`src/hw/rtl/eg_pkg.sv`:
```
// ----------------------------------------------------------------------------
// eg_pkg
// Shared types and constants for the Euclidean GCD block: controller states
// and the command/status bundles between controller and datapath.
// ----------------------------------------------------------------------------
package eg_pkg;

  localparam int unsigned EG_WIDTH = 32;

  typedef enum logic [2:0] {
    ST_IDLE,
    ST_CHECK,
    ST_DIV,
    ST_DONE
  } eg_state_e;

  // Controller -> datapath
  typedef struct packed {
    logic load;       // capture operands
    logic swap;       // (a, b) <= (b, a) when a < b
    logic div_start;  // begin remainder a mod b
    logic div_step;   // one shift-subtract step
    logic res_load;   // move a into the result register
  } eg_cmd_t;

  // Datapath -> controller
  typedef struct packed {
    logic b_zero;
    logic a_lt_b;
    logic div_last;   // current step is the final one of the remainder
  } eg_status_t;

endpackage

```
`src/hw/rtl/eg_dp.sv`:
```
// ----------------------------------------------------------------------------
// eg_dp
// GCD datapath: operand registers, restoring shift-subtract remainder unit
// (one quotient bit per cycle) and the result register.
// ----------------------------------------------------------------------------
module eg_dp #(
  parameter int unsigned WIDTH = eg_pkg::EG_WIDTH
) (
  input  logic               clk_i,
  input  logic [WIDTH-1:0]   operand_a_i,
  input  logic [WIDTH-1:0]   operand_b_i,
  input  eg_pkg::eg_cmd_t    cmd_i,
  output eg_pkg::eg_status_t status_o,
  output logic [WIDTH-1:0]   gcd_value_o
);
  import eg_pkg::*;

  localparam int unsigned CW = (WIDTH > 1) ? $clog2(WIDTH) : 1;
  localparam logic [CW-1:0] CntLast = CW'(WIDTH - 1);

  logic [WIDTH-1:0] a_q, a_d;
  logic [WIDTH-1:0] b_q, b_d;
  logic [WIDTH-1:0] r_q, r_d;
  logic [WIDTH-1:0] q_q, q_d;
  logic [CW-1:0]    cnt_q, cnt_d;
  logic [WIDTH-1:0] res_q, res_d;

  logic [WIDTH:0]   r_shift;
  logic [WIDTH:0]   r_sub;
  logic [WIDTH-1:0] r_next;
  logic             last;

  // restoring step: shift in next dividend bit, subtract divisor if it fits
  always_comb begin
    r_shift = {r_q, q_q[WIDTH-1]};
    r_sub   = r_shift - {1'b0, b_q};
    if (r_shift >= {1'b0, b_q}) begin
      r_next = r_sub[WIDTH-1:0];
    end else begin
      r_next = r_shift[WIDTH-1:0];
    end
  end

  assign last = (cnt_q == CntLast);

  always_comb begin
    a_d   = a_q;
    b_d   = b_q;
    r_d   = r_q;
    q_d   = q_q;
    cnt_d = cnt_q;
    res_d = res_q;
    if (cmd_i.load) begin
      a_d = operand_a_i;
      b_d = operand_b_i;
    end
    if (cmd_i.swap) begin
      a_d = b_q;
      b_d = a_q;
    end
    if (cmd_i.div_start) begin
      q_d   = a_q;
      r_d   = '0;
      cnt_d = '0;
    end
    if (cmd_i.div_step) begin
      r_d   = r_next;
      q_d   = {q_q[WIDTH-2:0], 1'b0};
      cnt_d = cnt_q + 1'b1;
      // last step closes the Euclid iteration: (a, b) <= (b, a mod b)
      if (last) begin
        a_d = b_q;
        b_d = r_next;
      end
    end
    if (cmd_i.res_load) begin
      res_d = a_q;
    end
  end

  always_ff @(posedge clk_i) begin
    a_q   <= a_d;
    b_q   <= b_d;
    r_q   <= r_d;
    q_q   <= q_d;
    cnt_q <= cnt_d;
    res_q <= res_d;
  end

  assign status_o.b_zero   = (b_q == '0);
  assign status_o.a_lt_b   = (a_q < b_q);
  assign status_o.div_last = last;
  assign gcd_value_o       = res_q;

endmodule

```
`src/hw/rtl/eg_ctrl.sv`:
```
// ----------------------------------------------------------------------------
// eg_ctrl
// GCD controller: sequences load, swap and remainder steps, and owns the
// output valid flag of the result register.
// ----------------------------------------------------------------------------
module eg_ctrl (
  input  logic               clk_i,
  input  logic               rst_ni,
  input  logic               in_valid_i,
  output logic               in_ready_o,
  output logic               out_valid_o,
  input  logic               out_ready_i,
  input  eg_pkg::eg_status_t status_i,
  output eg_pkg::eg_cmd_t    cmd_o
);
  import eg_pkg::*;

  eg_state_e state_q, state_d;
  logic      out_valid_q, out_valid_d;

  always_ff @(posedge clk_i or negedge rst_ni) begin
    if (!rst_ni) begin
      state_q     <= ST_IDLE;
      out_valid_q <= 1'b0;
    end else begin
      state_q     <= state_d;
      out_valid_q <= out_valid_d;
    end
  end

  always_comb begin
    state_d    = state_q;
    cmd_o      = '0;
    in_ready_o = 1'b0;
    case (state_q)
      ST_IDLE: begin
        in_ready_o = 1'b1;
        if (in_valid_i) begin
          cmd_o.load = 1'b1;
          state_d    = ST_CHECK;
        end
      end
      ST_CHECK: begin
        if (status_i.b_zero) begin
          state_d = ST_DONE;
        end else if (status_i.a_lt_b) begin
          // a mod b == a, so the iteration reduces to a swap
          cmd_o.swap = 1'b1;
        end else begin
          cmd_o.div_start = 1'b1;
          state_d         = ST_DIV;
        end
      end
      ST_DIV: begin
        cmd_o.div_step = 1'b1;
        if (status_i.div_last) begin
          state_d = ST_CHECK;
        end
      end
      ST_DONE: begin
        // wait for the result register to free up
        if (!out_valid_q || out_ready_i) begin
          cmd_o.res_load = 1'b1;
          state_d        = ST_IDLE;
        end
      end
      default: begin
        state_d = ST_IDLE;
      end
    endcase
  end

  always_comb begin
    out_valid_d = out_valid_q;
    if (out_ready_i) begin
      out_valid_d = 1'b0;
    end
    if (cmd_o.res_load) begin
      out_valid_d = 1'b1;
    end
  end

  assign out_valid_o = out_valid_q;

endmodule

```
`src/hw/rtl/euclid_gcd.sv`:
```
// ----------------------------------------------------------------------------
// euclid_gcd
// Greatest common divisor of two unsigned WIDTH-bit operands by the
// remainder form of Euclid's algorithm.
// ----------------------------------------------------------------------------
// One operand pair is processed at a time. After the input transfer, each
// Euclid iteration is one check step followed by WIDTH steps in the
// shift-subtract remainder unit (one quotient bit per cycle); an iteration
// with a < b is a single swap in the check state. A final step moves the
// answer into the output register. The time that a pair takes is set by
// the operand values, through the number of remainder iterations and swaps.
// A finished result sits in its own register, so the next pair is accepted
// while the previous result still waits for its output transfer. If that
// previous result is still unread when the next answer is ready, the block
// holds the answer and keeps its input closed until the output transfer.
module euclid_gcd #(
  parameter int unsigned WIDTH = eg_pkg::EG_WIDTH
) (
  input  logic             clk_i,
  input  logic             rst_ni,
  input  logic             in_valid_i,
  output logic             in_ready_o,
  input  logic [WIDTH-1:0] operand_a_i,
  input  logic [WIDTH-1:0] operand_b_i,
  output logic             out_valid_o,
  input  logic             out_ready_i,
  output logic [WIDTH-1:0] gcd_value_o
);
  import eg_pkg::*;

  eg_cmd_t    cmd;
  eg_status_t status;

  eg_ctrl u_ctrl (
    .clk_i       (clk_i),
    .rst_ni      (rst_ni),
    .in_valid_i  (in_valid_i),
    .in_ready_o  (in_ready_o),
    .out_valid_o (out_valid_o),
    .out_ready_i (out_ready_i),
    .status_i    (status),
    .cmd_o       (cmd)
  );

  eg_dp #(
    .WIDTH (WIDTH)
  ) u_dp (
    .clk_i       (clk_i),
    .operand_a_i (operand_a_i),
    .operand_b_i (operand_b_i),
    .cmd_i       (cmd),
    .status_o    (status),
    .gcd_value_o (gcd_value_o)
  );

endmodule

```
`config.mk`:
```
export PLATFORM = sky130hd
export DESIGN_NAME = euclid_gcd
export DESIGN_NICKNAME = d
export VERILOG_FILES = /design/src/hw/rtl/eg_pkg.sv /design/src/hw/rtl/eg_dp.sv /design/src/hw/rtl/eg_ctrl.sv /design/src/hw/rtl/euclid_gcd.sv
export SDC_FILE = /design/constraint.sdc
export NUM_CORES = 1
export LEC_CHECK = 0
export ABC_AREA = 0
export BUFFER_PORTS_ARGS = -buffer_cell sky130_fd_sc_hd__buf_2
export CORE_ASPECT_RATIO = 1.5
export CORE_MARGIN = 2
export CORE_UTILIZATION = 45
export CTS_CLUSTER_DIAMETER = 120
export DETAILED_ROUTE_END_ITERATION = 7
export HOLD_SLACK_MARGIN = 0.08
export PLACE_DENSITY = 0.74
export SYNTH_ARGS = -nofsm -noshare
export SYNTH_HDL_FRONTEND = slang
export SYNTH_SLANG_ARGS = --single-unit
```
`constraint.sdc`:
```
create_clock -name clk_i -period 9.4 [get_ports clk_i]
set_input_delay 0.47 -clock clk_i [delete_from_list [all_inputs] [get_ports clk_i]]
set_output_delay 0.47 -clock clk_i [all_outputs]
set_load 0.01 [all_outputs]
```
==> impl_metrics.toml <==
[timing]
max_freq_ghz = 0.2294
setup_violations = 0
worst_slew_pin_slew_ns = 1.140
period_share_pct = 46.37
skew_ns = 0.01044
rsz0062_at_grt = "no"
max_slew_margin_pct = 24.01
finalCriticalPeriod_ns = 4.359
slew_violations = 0
setup_tns_ns = 0
finalHoldViolations = 0

[floorplanning]
initial_core_util_pct = 45.80
ios = 102
dieHeight_um = 185.7
core_area_um2 = 21640
fp.dieW_um = 125.2
dieArea_um2 = 23250
rows = 66

[drt]
post-route-drc-count = 0
vias = 7884
wl_per_cell_um = 19.80
drt_wl_total_um = 26750
drtIter0Drc = 710
postRouteAntennaNets = 0
viasPerCell = 5.836
first_pass_iters = 5

[synth]
synth_area_um2 = 9908
synth_flop_cell = "edfxtp_1"
syn_avg_cell_area_um2 = 9.958
synth_cell_types = 70
synth_edf_count = 100
yosys_warnings = 0
yosysSeqAreaShare_pct = 44.20
synthArstFlopShare_pct = 1.786
netlist_top_cells_area = "edfxtp_1, dfxtp_1, mux2i_1"
synth-seq-cells = 168
synth_top_cell_by_area = "edfxtp_1"
syn-num-nets = 1129
yosys.area.top_type_share_pct = 30.31
syn_inst = 995

[clock_network]
clkTransAtPathRegs_ns = 0.07
h-tree-depth = 4
clk_latency_ns = 0.43
cts_made_buffers = 17
clock-sinks = 168
clk_path_buf_depth = 2
cts_setup_buffers = 0
cts_tree = "built"
cts_root_buf = "clkbuf_16"

[global_routing]
grt_antenna_before_repair = 0
grt_max_degree = 82
grt_pass1_wl_um = 41200
grt_usage_pct = 22.54
grt_pass1_vias = 7774
grt.overflow.total = 0

[layout]
num_antenna_cells = 0
drive_gt1_share_pct = 14.37
nNetsFinal = 1200
syn_to_final_growth_pct = 12.09

[setup_path]
worst_setup_path_start_kind = "flop"
reg2regPathDepth = 9
critPathMaxStageDelay_ns = 0.77
crit_chain = "inv_1, ha_1, nand4_1, nor4_1, nand2_1, a21oi_1, o21ba_2, nand2b_2, buf_4"
timing.rr.end = "u_dp.r_q[28]$_SDFFCE_PN0P_"
reg2reg_slack_ns = 5.04
crit_path_end_kind = "flop"
slowest_stage = "nand2b_2"
regToRegStartpoint = "u_dp.b_q[25]$_DFF_P_"
crit_family = "simple AND/OR/NAND/NOR gates"
worst_ep_arrival_time_ns = 4.42
cp_max_fo = 37
crit_required_ns = 9.46
path_buf_inv = 2
critical_path_class = "reg -> reg"

[min_path]
hold_end = "u_dp.a_q[5]$_DFF_P_"
hp-class = "in -> reg"
holdCritStartpoint = "operand_a_i[5]"
holdPathStages = 3

[place]
io_buffers = 101
gp_congestion = 0.9292
dp_hpwl_um = 20360

[job]
max-cap-violations = 0

[run_status]
outcome = "completed"
-- layout make-up --
type	count	area, µm²
inverters	41	153.9
fillers	1958	10530
repair buffers	113	598.1
flip-flops and latches	168	4379
multi-input cells	725	5105
well taps	272	340.3
clock inverters	11	88.84
clock buffers	21	440.4
-- cells in the final DEF, fill, tap and decap left out, types with 8 or more instances in the layout --
cell	instances
buf_2	101
clkbuf_16	17
a21oi_1	53
mux2i_1	119
nor4_1	10
edfxtp_1	100
o21ai_0	56
buf_4	11
nand2_1	111
a21o_1	8
nor2_1	64
ha_1	65
dfxtp_1	65
o21ai_1	47
inv_1	41
a22o_1	31
xnor2_1	15
nand4_1	13
nand3_1	11
xor2_1	11
o21a_1	10
-- worst max path at each step --
stage | start | endpoint | slack [ns] | cells past startpoint
3_3_place_gp | u_dp.b_q[29]$_DFF_P_ | u_dp.r_q[25]$_SDFFCE_PN0P_ | 5.16 | 9
6_report | u_dp.b_q[25]$_DFF_P_ | u_dp.r_q[28]$_SDFFCE_PN0P_ | 5.04 | 9
2_1_floorplan | u_dp.b_q[30]$_DFF_P_ | u_dp.cnt_q[0]$_SDFFCE_PN0P_ | 5.16 | 10
5_1_grt | u_dp.b_q[26]$_DFF_P_ | u_dp.r_q[10]$_SDFFCE_PN0P_ | 4.73 | 9
3_5_place_dp | u_dp.b_q[25]$_DFF_P_ | u_dp.r_q[25]$_SDFFCE_PN0P_ | 5.06 | 9
4_1_cts | u_dp.b_q[25]$_DFF_P_ | u_dp.r_q[0]$_SDFFCE_PN0P_ | 5.03 | 9
-- cell usage after synthesis (2+ instances only) --
library cell	count
nor4_1	10
or3_1	2
o31ai_1	3
and2_1	6
o22ai_1	3
a21o_1	8
buf_4	2
o21a_1	10
nor3_1	7
xor2_1	11
nor2b_1	6
buf_2	18
dfrtp_1	3
o21ai_1	47
a211oi_1	4
a221oi_1	3
nand4_1	13
a21oi_1	53
xnor2_1	15
o21bai_1	6
o221ai_1	2
edfxtp_1	100
nor3b_1	3
or2_1	3
nor2_1	64
o211ai_1	5
and3_1	6
mux2i_1	119
o21ai_0	56
nand3_1	11
nand2b_1	7
ha_1	65
a22o_1	31
dfxtp_1	65
a31oi_1	6
inv_1	41
clkbuf_1	37
nand2_1	111
and4_1	2
-- registers in the layout (all words and copies together), names as in the netlist --
signal              cells
u_dp.b_q               32
u_ctrl.out_valid_o      1
u_ctrl.state_q          2
u_dp.q_q               32
u_dp.r_q               32
u_dp.cnt_q              5
u_dp.a_q               32
u_dp.gcd_value_o       32
-- kinds of logic (layout without fill, tap and decap cells) --
kind of cell | after synthesis | in the layout | synth area share, %
compound gates | 254 | 254 | 16.35
xor+xnor | 26 | 26 | 2.298
fa+ha+maj | 66 | 66 | 8.410
buf+inv | 102 | 186 | 4.521
flops | 168 | 168 | 44.20
mux | 120 | 120 | 12.14
simple gates | 259 | 259 | 12.09
-- per-stage QoR --
step                      hold WS [ns]  setup WS, ns  instance area (µm²)  util [%]  cells
after CTS                       0.3010         5.029                11110     51.33   1351
final                           0.3031         5.041                11110     51.33   1351
after global placement          0.2704         5.155                10570     48.84   1318
after global routing            0.3203         4.727                11110     51.33   1351
after detailed placement        0.2734         5.056                10570     48.84   1318
after floorplan                 0.1744         5.159                 9908         -    995
-- routing by layer --
metal / vias up / GRT usage (%) / share of wire [%]
li1: 3784 / - / -
met1: 3820 / 26.39 / 40
met2: 236 / 41.96 / 54
met3: 44 / 3.478 / 4.1
met4: 0 / 7.556 / 2.6
met5: - / 0 / 0
-- worst register-to-register path, cell delays in order (launching register included) --
cell and delay [ns]:
dfxtp_1 0.38, inv_1 0.11, ha_1 0.31, nand4_1 0.17
nor4_1 0.42, nand2_1 0.14, a21oi_1 0.38, o21ba_2 0.69
nand2b_2 0.78, buf_4 0.59
-- timing repair --
action                                  4_1_cts  5_1_grt
gates resized for setup                       0        0
hold buffers                                  1        0
hold endpoints to repair                      3        0
endpoints found under the setup margin        0        0
Power is not shown: default switching activity piles up to over one toggle a cycle in this logic, so the estimate is an artifact.
